**src/rtl/fair_time_slice_scheduler_defines.svh**
```systemverilog
// assertion helpers for the scheduler; the asserting module provides clk and rst_n
`ifndef FAIR_TIME_SLICE_SCHEDULER_DEFINES_SVH
`define FAIR_TIME_SLICE_SCHEDULER_DEFINES_SVH

`ifndef SYNTHESIS
`define FTSS_CHECK(name, cond) \
    name: assert property (@(posedge clk) disable iff (!rst_n) (cond)) \
        else $error("ftss check failed");
`define FTSS_IMPLY(name, ante, cons) \
    name: assert property (@(posedge clk) disable iff (!rst_n) (ante) |=> (cons)) \
        else $error("ftss implication failed");
`else
`define FTSS_CHECK(name, cond)
`define FTSS_IMPLY(name, ante, cons)
`endif

`endif

```
**src/rtl/ftss_pkg.sv**
```systemverilog
package ftss_pkg;

    localparam int ID_W       = 3;
    localparam int CFG_IDX_W  = 2;
    localparam int CFG_DATA_W = 16;

    // event codes
    localparam logic [2:0] FN_ATTACH  = 3'd0;
    localparam logic [2:0] FN_DETACH  = 3'd1;
    localparam logic [2:0] FN_ENABLE  = 3'd2;
    localparam logic [2:0] FN_DISABLE = 3'd3;
    localparam logic [2:0] FN_COMMIT  = 3'd4;
    localparam logic [2:0] FN_SRESET  = 3'd5;
    localparam logic [2:0] FN_TICK    = 3'd6;
    // unassigned code, ignored by the block
    localparam logic [2:0] FN_UNUSED  = 3'd7;

    // slot status
    localparam logic [1:0] ST_IDLE = 2'd0;
    localparam logic [1:0] ST_WAIT = 2'd1;
    localparam logic [1:0] ST_RUN  = 2'd2;

    // result status
    localparam logic [1:0] RS_OK       = 2'd0;
    localparam logic [1:0] RS_FULL     = 2'd1;
    localparam logic [1:0] RS_ATTACHED = 2'd2;
    localparam logic [1:0] RS_NOT_ATT  = 2'd3;

    // tick actions on the previous tenant
    localparam logic [2:0] ACT_NONE     = 3'd0;
    localparam logic [2:0] ACT_KEEPS    = 3'd1;
    localparam logic [2:0] ACT_FINISHED = 3'd2;
    localparam logic [2:0] ACT_ABORTED  = 3'd3;
    localparam logic [2:0] ACT_PAUSED   = 3'd4;
    localparam logic [2:0] ACT_DROPPED  = 3'd5;

    // policies
    localparam logic [1:0] POL_RR      = 2'd0;
    localparam logic [1:0] POL_ABORT   = 2'd1;
    localparam logic [1:0] POL_PREEMPT = 2'd2;
    // reserved code, behaves as round robin
    localparam logic [1:0] POL_RSVD    = 2'd3;

    // register indexes
    localparam logic [CFG_IDX_W-1:0] CFG_POLICY = 2'd0;
    localparam logic [CFG_IDX_W-1:0] CFG_MAXP   = 2'd1;
    localparam logic [CFG_IDX_W-1:0] CFG_LIMIT  = 2'd2;

    // what follows a list removal
    typedef enum logic [1:0] {
        RM_DONE,
        RM_TAIL,
        RM_SORT
    } rm_mode_t;

    typedef enum logic [1:0] {
        CELL_HOLD,
        CELL_SHL,
        CELL_SHR
    } cell_cmd_t;

    typedef struct packed {
        cell_cmd_t       cmd;
        logic [ID_W-1:0] val;
    } cell_op_t;

endpackage

```
**src/rtl/ftss_if.sv**
```systemverilog
interface ftss_req_if;
    logic        valid;
    logic        ready;
    logic [2:0]  func;
    logic [2:0]  tenant;
    logic [31:0] now_ms;
    logic        hw_busy;

    modport source (output valid, func, tenant, now_ms, hw_busy, input ready);
    modport sink (input valid, func, tenant, now_ms, hw_busy, output ready);
endinterface

interface ftss_rsp_if;
    logic       valid;
    logic       ready;
    logic [1:0] status;
    logic [2:0] prev_action;
    logic [2:0] prev_tenant;
    logic       launch;
    logic [2:0] launch_tenant;
    logic       hw_reset_req;
    logic       hw_pause_req;

    modport source (output valid, status, prev_action, prev_tenant, launch, launch_tenant,
                    hw_reset_req, hw_pause_req, input ready);
    modport sink (input valid, status, prev_action, prev_tenant, launch, launch_tenant,
                  hw_reset_req, hw_pause_req, output ready);
endinterface

```
**src/rtl/ftss_cell.sv**
```systemverilog
module ftss_cell #(
    parameter int TENANTS = 8,
    parameter int IDX     = 0
) (
    input  logic                            clk,
    input  ftss_pkg::cell_op_t              op,
    input  logic [$clog2(TENANTS)-1:0]      pos,
    input  logic [ftss_pkg::ID_W-1:0]       left_val,
    input  logic [ftss_pkg::ID_W-1:0]       right_val,
    output logic [ftss_pkg::ID_W-1:0]       val
);

    localparam int PW = $clog2(TENANTS);
    localparam logic [PW-1:0] MY_POS = PW'(IDX);

    logic [ftss_pkg::ID_W-1:0] val_reg;
    logic [ftss_pkg::ID_W-1:0] val_next;

    // remove shifts the tail left, insert shifts it right
    always_comb
    begin
        val_next = val_reg;
        case (op.cmd)
            ftss_pkg::CELL_SHL:
            begin
                if (MY_POS >= pos)
                begin
                    val_next = right_val;
                end
            end
            ftss_pkg::CELL_SHR:
            begin
                if (MY_POS > pos)
                begin
                    val_next = left_val;
                end
                else if (MY_POS == pos)
                begin
                    val_next = op.val;
                end
            end
            default:
            begin
                val_next = val_reg;
            end
        endcase
    end

    always_ff @(posedge clk)
    begin
        val_reg <= val_next;
    end

    assign val = val_reg;

endmodule

```
**src/rtl/fair_time_slice_scheduler.sv**
```systemverilog
// fair time-slice scheduler: shares one accelerator among up to eight tenants
// req channel: one event per transfer (attach, detach, enable, disable, commit,
//   soft reset, tick) with the tenant slot, the millisecond time and hw_busy
// rsp channel: exactly one result per event: status, what happened to the
//   previous tenant, launch of a new one, reset and pause requests
// cfg port: policy, max_period_ms and tenant_limit, to be written while idle;
//   the user must keep to this, as the block itself does not enforce it
// enable, disable, commit, soft reset and attach go straight to the result;
//   detach first walks the list to remove the tenant; a tick may walk the
//   list for the preemption check, removal, sorted reinsert and launch
//   search before its result
// throughput: one event at a time; the list walks through the order cells,
//   one position per cycle, set the rate
// a finished result waits in the output register, so the next event is
//   taken while the receiver stalls; only a second finished result waits
// reset: no tenant attached, nothing running, registers at policy round
//   robin, max period 100 ms, tenant limit 8

`include "fair_time_slice_scheduler_defines.svh"

module fair_time_slice_scheduler #(
    parameter int TENANTS   = 8,
    parameter int TIME_BITS = 32
) (
    input  logic                              clk,
    input  logic                              rst_n,
    ftss_req_if.sink                          req,
    ftss_rsp_if.source                        rsp,
    input  logic                              cfg_we,
    input  logic [ftss_pkg::CFG_IDX_W-1:0]    cfg_idx,
    input  logic [ftss_pkg::CFG_DATA_W-1:0]   cfg_data
);

    localparam int PW = $clog2(TENANTS);
    localparam int CW = $clog2(TENANTS + 1);
    localparam int SW = ((TIME_BITS > 32) ? TIME_BITS : 32) + 1;
    localparam logic [TIME_BITS-1:0] TIME_MAX = {TIME_BITS{1'b1}};
    localparam int IW = ftss_pkg::ID_W;

    typedef enum logic [8:0] {
        S_IDLE   = 9'b000000001,
        S_TICK   = 9'b000000010,
        S_KEEP   = 9'b000000100,
        S_FIN    = 9'b000001000,
        S_FIND   = 9'b000010000,
        S_SORT   = 9'b000100000,
        S_INS    = 9'b001000000,
        S_LAUNCH = 9'b010000000,
        S_DONE   = 9'b100000000
    } state_t;

    function automatic logic [PW-1:0] slot(input logic [IW-1:0] t);
        return PW'(t);
    endfunction

    // control state
    state_t                state_reg, state_next;
    logic [1:0]            policy_reg;
    logic [15:0]           maxp_reg;
    logic [3:0]            limit_reg;
    logic                  valid_reg   [TENANTS];
    logic                  valid_next  [TENANTS];
    logic                  en_reg      [TENANTS];
    logic                  en_next     [TENANTS];
    logic [1:0]            status_reg  [TENANTS];
    logic [1:0]            status_next [TENANTS];
    logic [CW-1:0]         count_reg, count_next;
    logic                  cur_valid_reg, cur_valid_next;
    logic [IW-1:0]         cur_reg, cur_next;
    logic [31:0]           slice_reg, slice_next;
    logic [CW-1:0]         idx_reg, idx_next;
    logic                  out_valid_reg, out_valid_next;

    // payload
    logic [TIME_BITS-1:0]  used_reg [TENANTS];
    logic                  used_we;
    logic [PW-1:0]         used_waddr;
    logic [TIME_BITS-1:0]  used_wdata;
    logic [PW-1:0]         used_raddr;
    logic [TIME_BITS-1:0]  used_rd;
    logic [31:0]           now_reg, now_next;
    logic                  busy_reg, busy_next;
    logic [TIME_BITS-1:0]  sum_reg, sum_next;
    logic [IW-1:0]         target_reg, target_next;
    ftss_pkg::rm_mode_t    rm_reg, rm_next;
    logic [PW-1:0]         ins_reg, ins_next;
    logic [1:0]            res_st_reg, res_st_next;
    logic [2:0]            res_act_reg, res_act_next;
    logic [2:0]            res_ptn_reg, res_ptn_next;
    logic                  res_lau_reg, res_lau_next;
    logic [2:0]            res_ltn_reg, res_ltn_next;
    logic                  res_rst_reg, res_rst_next;
    logic                  res_pau_reg, res_pau_next;
    logic [1:0]            o_st_reg;
    logic [2:0]            o_act_reg, o_ptn_reg, o_ltn_reg;
    logic                  o_lau_reg, o_rst_reg, o_pau_reg;

    // order list cells
    ftss_pkg::cell_op_t    cell_op;
    logic [PW-1:0]         cell_pos;
    logic [IW-1:0]         list_val [TENANTS];
    logic [IW-1:0]         scan_val;

    // helpers
    logic                  in_xfer;
    logic                  t_ok;
    logic [PW-1:0]         ts;
    logic [PW-1:0]         cs;
    logic [PW-1:0]         ns;
    logic [31:0]           dur;
    logic [SW-1:0]         sum_full;
    logic [TIME_BITS-1:0]  sum_sat;
    logic                  fair;
    logic                  load_out;

    genvar g;
    generate
        for (g = 0; g < TENANTS; g++)
        begin : g_cell
            logic [IW-1:0] lv;
            logic [IW-1:0] rv;
            if (g == 0)
            begin : g_first
                assign lv = '0;
            end
            else
            begin : g_mid_l
                assign lv = list_val[g-1];
            end
            if (g == TENANTS - 1)
            begin : g_last
                assign rv = '0;
            end
            else
            begin : g_mid_r
                assign rv = list_val[g+1];
            end
            ftss_cell #(
                .TENANTS (TENANTS),
                .IDX     (g)
            ) u_cell (
                .clk       (clk),
                .op        (cell_op),
                .pos       (cell_pos),
                .left_val  (lv),
                .right_val (rv),
                .val       (list_val[g])
            );
        end
    endgenerate

    assign scan_val = list_val[idx_reg[PW-1:0]];
    assign ts       = slot(req.tenant);
    assign cs       = slot(cur_reg);
    assign ns       = slot(scan_val);
    assign t_ok     = (32'(req.tenant) < 32'(TENANTS));
    assign in_xfer  = req.valid && req.ready;
    assign req.ready = (state_reg == S_IDLE);
    assign fair     = (policy_reg == ftss_pkg::POL_ABORT) ||
                      (policy_reg == ftss_pkg::POL_PREEMPT);

    // one read port on the used-time store: the current tenant while
    // settling the tick, otherwise the tenant under the list walk
    assign used_raddr = (state_reg == S_TICK) ? cs : ns;
    assign used_rd    = used_reg[used_raddr];

    // slice length and saturating running time
    assign dur      = now_reg - slice_reg;
    assign sum_full = SW'(used_rd) + SW'(dur);
    assign sum_sat  = (sum_full > SW'(TIME_MAX)) ? TIME_MAX : sum_full[TIME_BITS-1:0];

    assign load_out = (state_reg == S_DONE) && (!out_valid_reg || rsp.ready);

    always_comb
    begin
        state_next     = state_reg;
        valid_next     = valid_reg;
        en_next        = en_reg;
        status_next    = status_reg;
        count_next     = count_reg;
        cur_valid_next = cur_valid_reg;
        cur_next       = cur_reg;
        slice_next     = slice_reg;
        idx_next       = idx_reg;
        now_next       = now_reg;
        busy_next      = busy_reg;
        sum_next       = sum_reg;
        target_next    = target_reg;
        rm_next        = rm_reg;
        ins_next       = ins_reg;
        res_st_next    = res_st_reg;
        res_act_next   = res_act_reg;
        res_ptn_next   = res_ptn_reg;
        res_lau_next   = res_lau_reg;
        res_ltn_next   = res_ltn_reg;
        res_rst_next   = res_rst_reg;
        res_pau_next   = res_pau_reg;
        used_we        = 1'b0;
        used_waddr     = cs;
        used_wdata     = sum_reg;
        cell_op.cmd    = ftss_pkg::CELL_HOLD;
        cell_op.val    = target_reg;
        cell_pos       = idx_reg[PW-1:0];

        unique case (state_reg)
            S_IDLE:
            begin
                if (in_xfer)
                begin
                    now_next     = req.now_ms;
                    busy_next    = req.hw_busy;
                    res_st_next  = ftss_pkg::RS_OK;
                    res_act_next = ftss_pkg::ACT_NONE;
                    res_ptn_next = '0;
                    res_lau_next = 1'b0;
                    res_ltn_next = '0;
                    res_rst_next = 1'b0;
                    res_pau_next = 1'b0;
                    idx_next     = '0;
                    state_next   = S_DONE;
                    if (req.func == ftss_pkg::FN_ATTACH)
                    begin
                        if (!t_ok)
                        begin
                            res_st_next = ftss_pkg::RS_FULL;
                        end
                        else if (valid_reg[ts])
                        begin
                            res_st_next = ftss_pkg::RS_ATTACHED;
                        end
                        else if ((32'(count_reg) >= 32'(limit_reg)) ||
                                 (32'(count_reg) >= 32'(TENANTS)))
                        begin
                            res_st_next = ftss_pkg::RS_FULL;
                        end
                        else
                        begin
                            // new tenant goes to the list head
                            valid_next[ts]  = 1'b1;
                            en_next[ts]     = 1'b0;
                            status_next[ts] = ftss_pkg::ST_IDLE;
                            used_we         = 1'b1;
                            used_waddr      = ts;
                            used_wdata      = '0;
                            cell_op.cmd     = ftss_pkg::CELL_SHR;
                            cell_op.val     = req.tenant;
                            cell_pos        = '0;
                            count_next      = count_reg + 1'b1;
                        end
                    end
                    else if (req.func == ftss_pkg::FN_TICK)
                    begin
                        state_next = S_TICK;
                    end
                    else if ((req.func == ftss_pkg::FN_DETACH) ||
                             (req.func == ftss_pkg::FN_ENABLE) ||
                             (req.func == ftss_pkg::FN_DISABLE) ||
                             (req.func == ftss_pkg::FN_COMMIT) ||
                             (req.func == ftss_pkg::FN_SRESET))
                    begin
                        if (!t_ok || !valid_reg[ts])
                        begin
                            res_st_next = ftss_pkg::RS_NOT_ATT;
                        end
                        else if (req.func == ftss_pkg::FN_DETACH)
                        begin
                            valid_next[ts]  = 1'b0;
                            en_next[ts]     = 1'b0;
                            status_next[ts] = ftss_pkg::ST_IDLE;
                            if (cur_valid_reg && (cur_reg == req.tenant))
                            begin
                                cur_valid_next = 1'b0;
                            end
                            target_next = req.tenant;
                            rm_next     = ftss_pkg::RM_DONE;
                            state_next  = S_FIND;
                        end
                        else if (req.func == ftss_pkg::FN_ENABLE)
                        begin
                            en_next[ts] = 1'b1;
                        end
                        else if (req.func == ftss_pkg::FN_DISABLE)
                        begin
                            en_next[ts] = 1'b0;
                        end
                        else if (req.func == ftss_pkg::FN_COMMIT)
                        begin
                            status_next[ts] = ftss_pkg::ST_WAIT;
                        end
                        else
                        begin
                            if (status_reg[ts] == ftss_pkg::ST_WAIT)
                            begin
                                status_next[ts] = ftss_pkg::ST_IDLE;
                            end
                            else if (status_reg[ts] == ftss_pkg::ST_RUN)
                            begin
                                status_next[ts] = ftss_pkg::ST_IDLE;
                                res_rst_next    = 1'b1;
                                cur_valid_next  = 1'b0;
                            end
                        end
                    end
                end
            end

            S_TICK:
            begin
                idx_next = '0;
                if (!cur_valid_reg)
                begin
                    state_next = S_LAUNCH;
                end
                else
                begin
                    res_ptn_next = cur_reg;
                    sum_next     = sum_sat;
                    if (!valid_reg[cs] || !en_reg[cs] || (status_reg[cs] != ftss_pkg::ST_RUN))
                    begin
                        // stale selection: drop it and launch
                        status_next[cs] = ftss_pkg::ST_IDLE;
                        cur_valid_next  = 1'b0;
                        slice_next      = '0;
                        res_act_next    = ftss_pkg::ACT_DROPPED;
                        state_next      = S_LAUNCH;
                    end
                    else if (busy_reg && (!fair || (dur <= 32'(maxp_reg))))
                    begin
                        res_act_next = ftss_pkg::ACT_KEEPS;
                        state_next   = S_DONE;
                    end
                    else if (busy_reg && (policy_reg == ftss_pkg::POL_PREEMPT))
                    begin
                        state_next = S_KEEP;
                    end
                    else
                    begin
                        state_next = S_FIN;
                    end
                end
            end

            S_KEEP:
            begin
                // first other waiting tenant decides on preemption
                if (idx_reg >= count_reg)
                begin
                    res_act_next = ftss_pkg::ACT_KEEPS;
                    state_next   = S_DONE;
                end
                else if ((scan_val != cur_reg) && (status_reg[ns] == ftss_pkg::ST_WAIT))
                begin
                    if (used_rd < sum_reg)
                    begin
                        state_next = S_FIN;
                    end
                    else
                    begin
                        res_act_next = ftss_pkg::ACT_KEEPS;
                        state_next   = S_DONE;
                    end
                end
                else
                begin
                    idx_next = idx_reg + 1'b1;
                end
            end

            S_FIN:
            begin
                used_we        = 1'b1;
                used_waddr     = cs;
                used_wdata     = sum_reg;
                cur_valid_next = 1'b0;
                slice_next     = '0;
                target_next    = cur_reg;
                rm_next        = fair ? ftss_pkg::RM_SORT : ftss_pkg::RM_TAIL;
                idx_next       = '0;
                state_next     = S_FIND;
                if (!busy_reg)
                begin
                    status_next[cs] = ftss_pkg::ST_IDLE;
                    res_act_next    = ftss_pkg::ACT_FINISHED;
                end
                else if (policy_reg == ftss_pkg::POL_ABORT)
                begin
                    status_next[cs] = ftss_pkg::ST_IDLE;
                    res_rst_next    = 1'b1;
                    res_act_next    = ftss_pkg::ACT_ABORTED;
                end
                else
                begin
                    status_next[cs] = ftss_pkg::ST_WAIT;
                    res_pau_next    = 1'b1;
                    res_act_next    = ftss_pkg::ACT_PAUSED;
                end
            end

            S_FIND:
            begin
                if ((idx_reg < count_reg) && (scan_val != target_reg))
                begin
                    idx_next = idx_reg + 1'b1;
                end
                else
                begin
                    if (idx_reg < count_reg)
                    begin
                        cell_op.cmd = ftss_pkg::CELL_SHL;
                        cell_pos    = idx_reg[PW-1:0];
                        count_next  = count_reg - 1'b1;
                    end
                    idx_next = '0;
                    case (rm_reg)
                        ftss_pkg::RM_TAIL:
                        begin
                            ins_next   = PW'(count_next);
                            state_next = S_INS;
                        end
                        ftss_pkg::RM_SORT:
                        begin
                            state_next = S_SORT;
                        end
                        default:
                        begin
                            state_next = S_DONE;
                        end
                    endcase
                end
            end

            S_SORT:
            begin
                // insert before the first tenant with more running time
                if ((idx_reg >= count_reg) || (used_rd > sum_reg))
                begin
                    ins_next   = idx_reg[PW-1:0];
                    state_next = S_INS;
                end
                else
                begin
                    idx_next = idx_reg + 1'b1;
                end
            end

            S_INS:
            begin
                cell_op.cmd = ftss_pkg::CELL_SHR;
                cell_op.val = target_reg;
                cell_pos    = ins_reg;
                count_next  = count_reg + 1'b1;
                idx_next    = '0;
                state_next  = S_LAUNCH;
            end

            S_LAUNCH:
            begin
                if (idx_reg >= count_reg)
                begin
                    state_next = S_DONE;
                end
                else if (status_reg[ns] == ftss_pkg::ST_WAIT)
                begin
                    status_next[ns] = ftss_pkg::ST_RUN;
                    slice_next      = now_reg;
                    cur_valid_next  = 1'b1;
                    cur_next        = scan_val;
                    res_lau_next    = 1'b1;
                    res_ltn_next    = scan_val;
                    state_next      = S_DONE;
                end
                else
                begin
                    idx_next = idx_reg + 1'b1;
                end
            end

            S_DONE:
            begin
                if (load_out)
                begin
                    state_next = S_IDLE;
                end
            end

            default:
            begin
                state_next = S_IDLE;
            end
        endcase
    end

    always_comb
    begin
        out_valid_next = out_valid_reg;
        if (rsp.ready)
        begin
            out_valid_next = 1'b0;
        end
        if (load_out)
        begin
            out_valid_next = 1'b1;
        end
    end

    always_ff @(posedge clk or negedge rst_n)
    begin
        if (!rst_n)
        begin
            state_reg     <= S_IDLE;
            count_reg     <= '0;
            cur_valid_reg <= 1'b0;
            cur_reg       <= '0;
            slice_reg     <= '0;
            idx_reg       <= '0;
            out_valid_reg <= 1'b0;
            rm_reg        <= ftss_pkg::RM_DONE;
            for (int i = 0; i < TENANTS; i++)
            begin
                valid_reg[i]  <= 1'b0;
                en_reg[i]     <= 1'b0;
                status_reg[i] <= ftss_pkg::ST_IDLE;
            end
        end
        else
        begin
            state_reg     <= state_next;
            count_reg     <= count_next;
            cur_valid_reg <= cur_valid_next;
            cur_reg       <= cur_next;
            slice_reg     <= slice_next;
            idx_reg       <= idx_next;
            out_valid_reg <= out_valid_next;
            rm_reg        <= rm_next;
            valid_reg     <= valid_next;
            en_reg        <= en_next;
            status_reg    <= status_next;
        end
    end

    // configuration registers
    always_ff @(posedge clk or negedge rst_n)
    begin
        if (!rst_n)
        begin
            policy_reg <= ftss_pkg::POL_RR;
            maxp_reg   <= 16'd100;
            limit_reg  <= 4'd8;
        end
        else if (cfg_we)
        begin
            case (cfg_idx)
                ftss_pkg::CFG_POLICY: policy_reg <= cfg_data[1:0];
                ftss_pkg::CFG_MAXP:   maxp_reg   <= cfg_data;
                ftss_pkg::CFG_LIMIT:  limit_reg  <= cfg_data[3:0];
                default:              policy_reg <= policy_reg;
            endcase
        end
    end

    always_ff @(posedge clk)
    begin
        now_reg     <= now_next;
        busy_reg    <= busy_next;
        sum_reg     <= sum_next;
        target_reg  <= target_next;
        ins_reg     <= ins_next;
        res_st_reg  <= res_st_next;
        res_act_reg <= res_act_next;
        res_ptn_reg <= res_ptn_next;
        res_lau_reg <= res_lau_next;
        res_ltn_reg <= res_ltn_next;
        res_rst_reg <= res_rst_next;
        res_pau_reg <= res_pau_next;
        if (used_we)
        begin
            used_reg[used_waddr] <= used_wdata;
        end
        if (load_out)
        begin
            o_st_reg  <= res_st_reg;
            o_act_reg <= res_act_reg;
            o_ptn_reg <= res_ptn_reg;
            o_lau_reg <= res_lau_reg;
            o_ltn_reg <= res_ltn_reg;
            o_rst_reg <= res_rst_reg;
            o_pau_reg <= res_pau_reg;
        end
    end

    assign rsp.valid         = out_valid_reg;
    assign rsp.status        = o_st_reg;
    assign rsp.prev_action   = o_act_reg;
    assign rsp.prev_tenant   = o_ptn_reg;
    assign rsp.launch        = o_lau_reg;
    assign rsp.launch_tenant = o_ltn_reg;
    assign rsp.hw_reset_req  = o_rst_reg;
    assign rsp.hw_pause_req  = o_pau_reg;

    // list never holds more tenants than there are slots
    `FTSS_CHECK(a_count_bound, 32'(count_reg) <= 32'(TENANTS))
    // a launch leaves a valid current selection behind
    `FTSS_IMPLY(a_launch_sel, (state_reg == S_LAUNCH) && res_lau_next, cur_valid_reg)
    // an accepted event always starts work
    `FTSS_IMPLY(a_accept_busy, in_xfer, state_reg != S_IDLE)

endmodule
```
**src/flat_wrapper.sv**
```systemverilog
// flat-port wrapper written by rule: the top's interface ports become plain ports
module fair_time_slice_scheduler_flat 
#(
    parameter int TENANTS   = 8,
    parameter int TIME_BITS = 32
)
  (clk, rst_n, cfg_we, cfg_idx, cfg_data, req_valid, req_func, req_tenant, req_now_ms, req_hw_busy, req_ready, rsp_valid, rsp_status, rsp_prev_action, rsp_prev_tenant, rsp_launch, rsp_launch_tenant, rsp_hw_reset_req, rsp_hw_pause_req, rsp_ready);
  ftss_req_if req_i ();
  ftss_rsp_if rsp_i ();
  input  logic clk;
  input  logic rst_n;
  input  logic cfg_we;
  input  logic [ftss_pkg::CFG_IDX_W-1:0] cfg_idx;
  input  logic [ftss_pkg::CFG_DATA_W-1:0] cfg_data;
  input wire logic [$bits(req_i.valid)-1:0] req_valid;
  input wire logic [$bits(req_i.func)-1:0] req_func;
  input wire logic [$bits(req_i.tenant)-1:0] req_tenant;
  input wire logic [$bits(req_i.now_ms)-1:0] req_now_ms;
  input wire logic [$bits(req_i.hw_busy)-1:0] req_hw_busy;
  output wire logic [$bits(req_i.ready)-1:0] req_ready;
  output wire logic [$bits(rsp_i.valid)-1:0] rsp_valid;
  output wire logic [$bits(rsp_i.status)-1:0] rsp_status;
  output wire logic [$bits(rsp_i.prev_action)-1:0] rsp_prev_action;
  output wire logic [$bits(rsp_i.prev_tenant)-1:0] rsp_prev_tenant;
  output wire logic [$bits(rsp_i.launch)-1:0] rsp_launch;
  output wire logic [$bits(rsp_i.launch_tenant)-1:0] rsp_launch_tenant;
  output wire logic [$bits(rsp_i.hw_reset_req)-1:0] rsp_hw_reset_req;
  output wire logic [$bits(rsp_i.hw_pause_req)-1:0] rsp_hw_pause_req;
  input wire logic [$bits(rsp_i.ready)-1:0] rsp_ready;
  assign req_i.valid = req_valid;
  assign req_i.func = req_func;
  assign req_i.tenant = req_tenant;
  assign req_i.now_ms = req_now_ms;
  assign req_i.hw_busy = req_hw_busy;
  assign req_ready = req_i.ready;
  assign rsp_valid = rsp_i.valid;
  assign rsp_status = rsp_i.status;
  assign rsp_prev_action = rsp_i.prev_action;
  assign rsp_prev_tenant = rsp_i.prev_tenant;
  assign rsp_launch = rsp_i.launch;
  assign rsp_launch_tenant = rsp_i.launch_tenant;
  assign rsp_hw_reset_req = rsp_i.hw_reset_req;
  assign rsp_hw_pause_req = rsp_i.hw_pause_req;
  assign rsp_i.ready = rsp_ready;
  fair_time_slice_scheduler #(.TENANTS(TENANTS), .TIME_BITS(TIME_BITS)) u_core (.clk(clk), .rst_n(rst_n), .req(req_i), .rsp(rsp_i), .cfg_we(cfg_we), .cfg_idx(cfg_idx), .cfg_data(cfg_data));
endmodule
```
**config.mk**
```make
export PLATFORM = sky130hd
export DESIGN_NAME = fair_time_slice_scheduler_flat
export DESIGN_NICKNAME = d
export VERILOG_FILES = /design/src/rtl/ftss_pkg.sv /design/src/rtl/ftss_if.sv /design/src/rtl/ftss_cell.sv /design/src/rtl/fair_time_slice_scheduler.sv /design/src/flat_wrapper.sv
export VERILOG_INCLUDE_DIRS = /design/src /design/src/rtl
export SDC_FILE = /design/constraint.sdc
export NUM_CORES = 1
export LEC_CHECK = 0
export BUFFER_PORTS_ARGS = -buffer_cell sky130_fd_sc_hd__buf_2
export CAP_MARGIN = 20
export CORE_MARGIN = 2
export CORE_UTILIZATION = 35
export CTS_CLUSTER_DIAMETER = 50
export CTS_CLUSTER_SIZE = 10
export DETAILED_ROUTE_END_ITERATION = 7
export MAX_ROUTING_LAYER = met4
export PLACE_DENSITY_LB_ADDON = 0.15
export SLEW_MARGIN = 20
export SYNTH_ARGS = -nofsm -noshare
export SYNTH_HDL_FRONTEND = slang
export SYNTH_SLANG_ARGS = --single-unit
```
**constraint.sdc**
```tcl
create_clock -name clk -period 8.4 [get_ports clk]
set_input_delay 1.68 -clock clk [delete_from_list [all_inputs] [get_ports clk]]
set_output_delay 1.68 -clock clk [all_outputs]
set_load 0.01 [all_outputs]
```
### Yosys cells after proc, flatten, opt, wreduce, memory -nomap -nowiden

Memory sizes are Yosys's and may differ from the RTL's.
Index checks and enable logic that the tools add are counted.

* output and inout bits: 16
* word-level logic and storage cells: 542
* register bits after elaboration: 233
* input bits: 62
* memories kept: 1
* RAM bits: 256

* reduce and logical (&&, ||, !) cells: 74
* add/subtract/negate cells: 5
* bitwise operators: 23
* muxes and demuxes: 246
* eq/ne operators: 99
* magnitude comparators: 31

Memory list
* u_core.used_reg: words 8, width 32, rd ports 1, clocked after Yosys merged registers in 0, wr ports 1, line fair_time_slice_scheduler.sv:75 `logic [TIME_BITS-1:0] used_reg [TENANTS];`

Operators by type and width (count)
* $mux 16: 19
* $mux 32: 9
* $mux 3: 58
* $mux 9: 17
* $mux 8: 16
* $pmux 32 s3: 1
* $pmux 9 s9: 1
* $pmux 3 s2: 13
* $pmux 16 s4: 1
* $ne 3x3->1 const B: 20
* $ne 2x2->1 const B: 29
* $mux 4: 14
* $mux 1: 49
* $mux 2: 22
* $and 8x8->8: 5
* $or 8x8->8: 5
* $add 32x32->33: 1
* $gt 33x32->1 const B: 1
* $and 16x16->16: 2
* $gt 32x32->1: 1
* $le 32x16->1: 1
* $lt 32x32->1: 1
* $not 16->16: 2
* $not 8->8: 4
* 71 further kinds: 186

### Logic depth before layout (Yosys ltp)

* depth in word-level cells: 19
* mapped depth: 28
* depth with buffers taken out: 24

### Modules after synthesis

Synthesis repeated with hierarchy kept, for this count alone.

* cell total of the unflattened synthesis: 2486
* area, all modules: 26391.6 µm²

Modules (own cells, without submodules)
* fair_time_slice_scheduler: cells an instance 2368, times used 1, area each 24948.9 µm², seq. area each 13419.1 µm²
* ftss_cell (u_core.g_cell[1].u_cell ...): cells an instance 16, times used 2, area each 182.7 µm², seq. area each 90.1 µm²
* ftss_cell (u_core.g_cell[6].u_cell ...): cells an instance 16, times used 2, area each 176.4 µm², seq. area each 90.1 µm²
* ftss_cell (u_core.g_cell[2].u_cell): cells an instance 16, times used 1, area each 186.4 µm², seq. area each 90.1 µm²
* ftss_cell (u_core.g_cell[4].u_cell): cells an instance 13, times used 1, area each 183.9 µm², seq. area each 90.1 µm²
* ftss_cell (u_core.g_cell[5].u_cell): cells an instance 16, times used 1, area each 183.9 µm², seq. area each 90.1 µm²
* ftss_cell (u_core.g_cell[0].u_cell): cells an instance 9, times used 1, area each 170.2 µm², seq. area each 90.1 µm²

### Worst setup path before layout

OpenSTA, ideal clock, no wires.

* path kind: register -> register
* start point: reg u_core.idx_reg[0]
* end point: reg u_core.sum_reg[30], data pin
* required time: 8.132 ns
* setup time: 0.268 ns
* arrival time: 5.504 ns
* stages on the path, launching flop included: 26
* setup slack: 2.628 ns
* period minus slack after synthesis: 5.772 ns
* path through: dfrtp_1 > buf_6 > mux4_2 > mux2_4 > mux2i_4 > clkbuf_1 > clkbuf_1 > nand2_1 > nand3_1 > nand2_1 > o21ai_0 > ha_1 > nor2b_1 > o21a_1 > o21ai_0 > a21oi_1 > o31a_1 > o211a_1 > a211oi_1 > o31a_2 > o31ai_4 > a2111oi_2 > or2_1 > buf_4 > buf_6 > nand4_1

* word-level cells in the longest chain between the ends: 8

Ends and longest elaborated chain
* from (decl): line fair_time_slice_scheduler.sv:71 `logic [CW-1:0] idx_reg, idx_next;`
* from (signal assigned): line fair_time_slice_scheduler.sv:532 `idx_reg <= idx_next;`
* $not 3->4 (not written as such) *: line fair_time_slice_scheduler.sv:152 `assign scan_val = list_val[idx_reg[PW-1:0]];`
* $bmux 3 s3 *: line fair_time_slice_scheduler.sv:152
* $mux 3 (not written as such) * (2 in series): line fair_time_slice_scheduler.sv:152
* $mux 3 *: line fair_time_slice_scheduler.sv:164 `assign used_raddr = (state_reg == S_TICK) ? cs : ns;`
* $mem_v2 8x32 *
* $add 32x32->33 *: line fair_time_slice_scheduler.sv:169 `assign sum_full = SW'(used_rd) + SW'(dur);`
* $gt 33x32->1: line fair_time_slice_scheduler.sv:170 `assign sum_sat = (sum_full > SW'(TIME_MAX)) ? TIME_MAX : sum_full[TIME_BITS-1:0];`
* to (signal assigned): line fair_time_slice_scheduler.sv:565 `sum_reg <= sum_next;`
* to (decl): line fair_time_slice_scheduler.sv:83 `logic [TIME_BITS-1:0] sum_reg, sum_next;`

Every way passes the cells marked *; elsewhere a longest branch is shown, timed or not. The select of a mux whose other input is x is not followed.
A chain may end at the register's enable or synchronous reset.

### Worst setup path in the final report

* start point: reg u_core.idx_reg[0]
* end point: reg u_core.sum_reg[2], data pin

Same word-level chain as after synthesis.

==> impl_metrics.py <==
metrics = {
    "run_status": {
        "status": "completed",
    },
    "detailed_routing": {
        "ant_nets": 0,
        "routedWlPerCell_um": 21.6,
        "viasPerCell": 5.41,
        "routed-via-count": 19155,
        "drt_iter0_markers": 1531,
        "wirelength_mm": 76.4,
        "post-route-drc-count": 0,
        "firstDrtPassIters": 5,
    },
    "worst_setup_path": {
        "cp.required_ns": 8.74,
        "end_kind": "register",
        "worstReg2RegEnd": "u_core.sum_reg[2]$_SDFFCE_PN1P_",
        "worstSetupPathType": "reg2reg",
        "crit_buf_inv": 2,
        "cp-start-kind": "register",
        "worst_path_max_delay_cell": "mux2_2",
        "crit_chain": "mux4_2, mux2i_2, mux2_2, buf_4, nand2_1, nand3_1, nand3_1, o21ai_0, ha_1, a21oi_1, nor2b_1, o31a_1, o31a_1, o211a_1, a211oi_1, o31a_2, o31ai_4, a2111oi_2, or2_1, buf_4, o21ai_0",
        "r2r_slack_ns": 1.51,
        "crit_family": "compound AO/OA/AOI/OAI gates",
        "r2r-start": "u_core.idx_reg[0]$_DFFE_PN0P_",
        "crit_fanout": 46,
        "reg2reg_depth": 21,
        "crit_arrival_ns": 7.24,
        "max_stage_delay_ns": 0.71,
    },
    "clock_network": {
        "post_cts_resized": 0,
        "htree_levels": 3,
        "clk_path_buf_depth": 3,
        "worstSkewPairLatency_ns": 0.62,
        "ctsRootBufferMaster": "clkbuf_16",
        "clock_sinks": 489,
        "cts_hold_buf": 0,
        "post_cts_buffers": 0,
        "cts_buffers": 74,
        "tritoncts": "built",
        "clk_pin_slew_ns": 0.06,
    },
    "synthesis": {
        "syn_inst": 2436,
        "synth_cell_types": 87,
        "synth-edff-count": 379,
        "ys_ff_latch": 489,
        "synth_flop_cell": "edfxtp_1",
        "syn_area_per_cell_sq_um": 10.6,
        "synth_area_sq_um": 25900,
        "yosys-top-cells-area": "edfxtp_1 44%, dfrtp_1 10%, ha_1 6.4%",
        "syn-num-nets": 2633,
        "ys_seq_area_frac": 0.545,
        "synth_top_area_cell": "edfxtp_1",
        "synth_warnings": 0,
        "async_flop_share": 0.225,
        "synth_top_area_share": 0.439,
    },
    "global_route": {
        "grt.total_usage": 0.204,
        "grt_max_degree": 57,
        "overflow": 0,
        "grt_pass1_vias": 18824,
        "grt_pass1_wl_mm": 117,
        "antenna_found_initial": 0,
    },
    "floorplanning": {
        "die_h_um": 276,
        "start_util": 0.354,
        "dieArea_sq_um": 76300,
        "io_pins": 78,
        "fp-row-count": 99,
        "fp.dieW_um": 276,
        "core_sq_um": 73200,
    },
    "timing": {
        "post-route-period-util": 0.821,
        "finalHoldViolCount": 0,
        "min_period_ns": 6.89,
        "max_slew.worst_pin.slew_ns": 1.12,
        "setup_viol": 0,
        "slew_headroom": 0.251,
        "finalSetupTns_ns": 0,
        "grt_setup_unrepaired": "false",
        "drv_slew": 0,
        "clock.fmax_ghz": 0.145,
        "clock-skew-final_ns": 0.0343,
    },
    "min_path": {
        "min_delay_path_depth": 0,
        "whs_endpoint": "u_core.rsp.launch_tenant[1]$_DFFE_PP_",
        "holdCritPathClass": "reg2reg",
        "hold_start": "u_core.res_ltn_reg[1]$_SDFFCE_PN0P_",
    },
    "cells_and_area": {
        "fillers": 6996,
        "largest_reg_flops": 256,
        "final_common_cell": "nand2_1",
        "area_delta_synth_final_pct": 15.5,
        "antenna_cells": 0,
        "final_cell_mix": "409 x nand2_1, 379 x edfxtp_1, 168 x nand3_1",
        "design_area_sq_um": 30000,
        "layout.nets": 2727,
        "drive_gt1_frac": 0.132,
    },
    "power_and_ir_drop": {
        "p_per_area_nw_per_um2": 319,
        "p_leak_uw": 0.0117,
        "peakVddDrop_mv": 0.170,
    },
    "placement": {
        "dp_hpwl_mm": 52.2,
        "port_buffers": 77,
        "place.gp.congestion": 0.912,
        "placed_cell_area_sq_um": 27500,
    },
    "job": {
        "cap_violations": 0,
    },
}
-- per-stage QoR --
stage          hold WS (ns)  total power (uW)  std cells  utilization  worst slack, ns
6_report              0.419              9550       3542        0.409             1.51
5_1_grt               0.428             10100       3542        0.409            0.893
4_1_cts               0.421              9630       3540        0.408             1.36
3_5_place_dp          0.408              6590       3411        0.376             1.40
3_3_place_gp          0.407              6540       3411        0.376             1.50
2_1_floorplan         0.400              5590       2436            -             2.63
-- how the worst max path moves through the flow --
stage,from,end,slack [ns],cells past startpoint
2_1_floorplan,u_core.idx_reg[0]$_DFFE_PN0P_,u_core.sum_reg[30]$_SDFFCE_PN1P_,2.63,25
3_3_place_gp,u_core.state_reg[2]$_DFFE_PN0P_,u_core.sum_reg[29]$_SDFFCE_PN1P_,1.50,23
3_5_place_dp,u_core.state_reg[2]$_DFFE_PN0P_,u_core.sum_reg[19]$_SDFFCE_PN1P_,1.40,23
4_1_cts,u_core.state_reg[2]$_DFFE_PN0P_,u_core.sum_reg[29]$_SDFFCE_PN1P_,1.36,23
5_1_grt,u_core.idx_reg[0]$_DFFE_PN0P_,u_core.sum_reg[7]$_SDFFCE_PN1P_,0.89,21
6_report,u_core.idx_reg[0]$_DFFE_PN0P_,u_core.sum_reg[2]$_SDFFCE_PN1P_,1.51,21
-- routing by layer --
layer,GRT usage,routed length [um]
met3,0.0279,3640
met2,0.316,35200
met4,0.0531,1700
met1,0.281,35800
met5,-,0
-- cell usage after synthesis (22+ instances only) --
cell,count
a21o_1,45
inv_1,138
clkbuf_1,84
xnor2_1,49
mux2_2,51
nand2_1,409
nor2_1,161
nor3_1,28
a22o_1,39
ha_1,133
o21ai_0,138
nand3_1,168
edfxtp_1,379
a21oi_1,97
dfrtp_1,105
nor2b_1,22
-- cell type report --
cell class / instances / area [sq um] / area share
flip-flops and latches: 489 / 14100 / 0.472
multi-input cells: 1708 / 11000 / 0.366
clock buffers: 96 / 2030 / 0.0678
well taps: 959 / 1200 / 0.0401
repair buffers: 115 / 738 / 0.0246
inverters: 142 / 533 / 0.0178
clock inverters: 33 / 343 / 0.0114
-- worst reg2reg max path, stage by stage, from the launching register on --
cell	delay (ns)
dfrtp_1	0.67
mux4_2	0.59
mux2i_2	0.35
mux2_2	0.71
buf_4	0.61
nand2_1	0.14
nand3_1	0.10
nand3_1	0.07
o21ai_0	0.18
ha_1	0.35
a21oi_1	0.15
nor2b_1	0.08
o31a_1	0.25
o31a_1	0.30
o211a_1	0.23
a211oi_1	0.40
o31a_2	0.27
o31ai_4	0.11
a2111oi_2	0.41
or2_1	0.18
buf_4	0.31
o21ai_0	0.18
-- power breakdown --
part	total [uW]	leakage, uW	internal [uW]	switching, uW
logic	3510	0.00574	1330	2170
clock network	2990	0.00114	1820	1170
registers	3060	0.00487	2920	134
total	9550	0.0117	6070	3480
-- kinds of logic after synthesis --
family,count (synthesis),share of synthesized area
compound gates,500,0.129
buf+inv,239,0.0359
fa+ha+maj,135,0.0657
xor+xnor,67,0.0226
flops,489,0.545
simple gates,924,0.162
mux,82,0.0402
(Power assumes the default switching activity.)
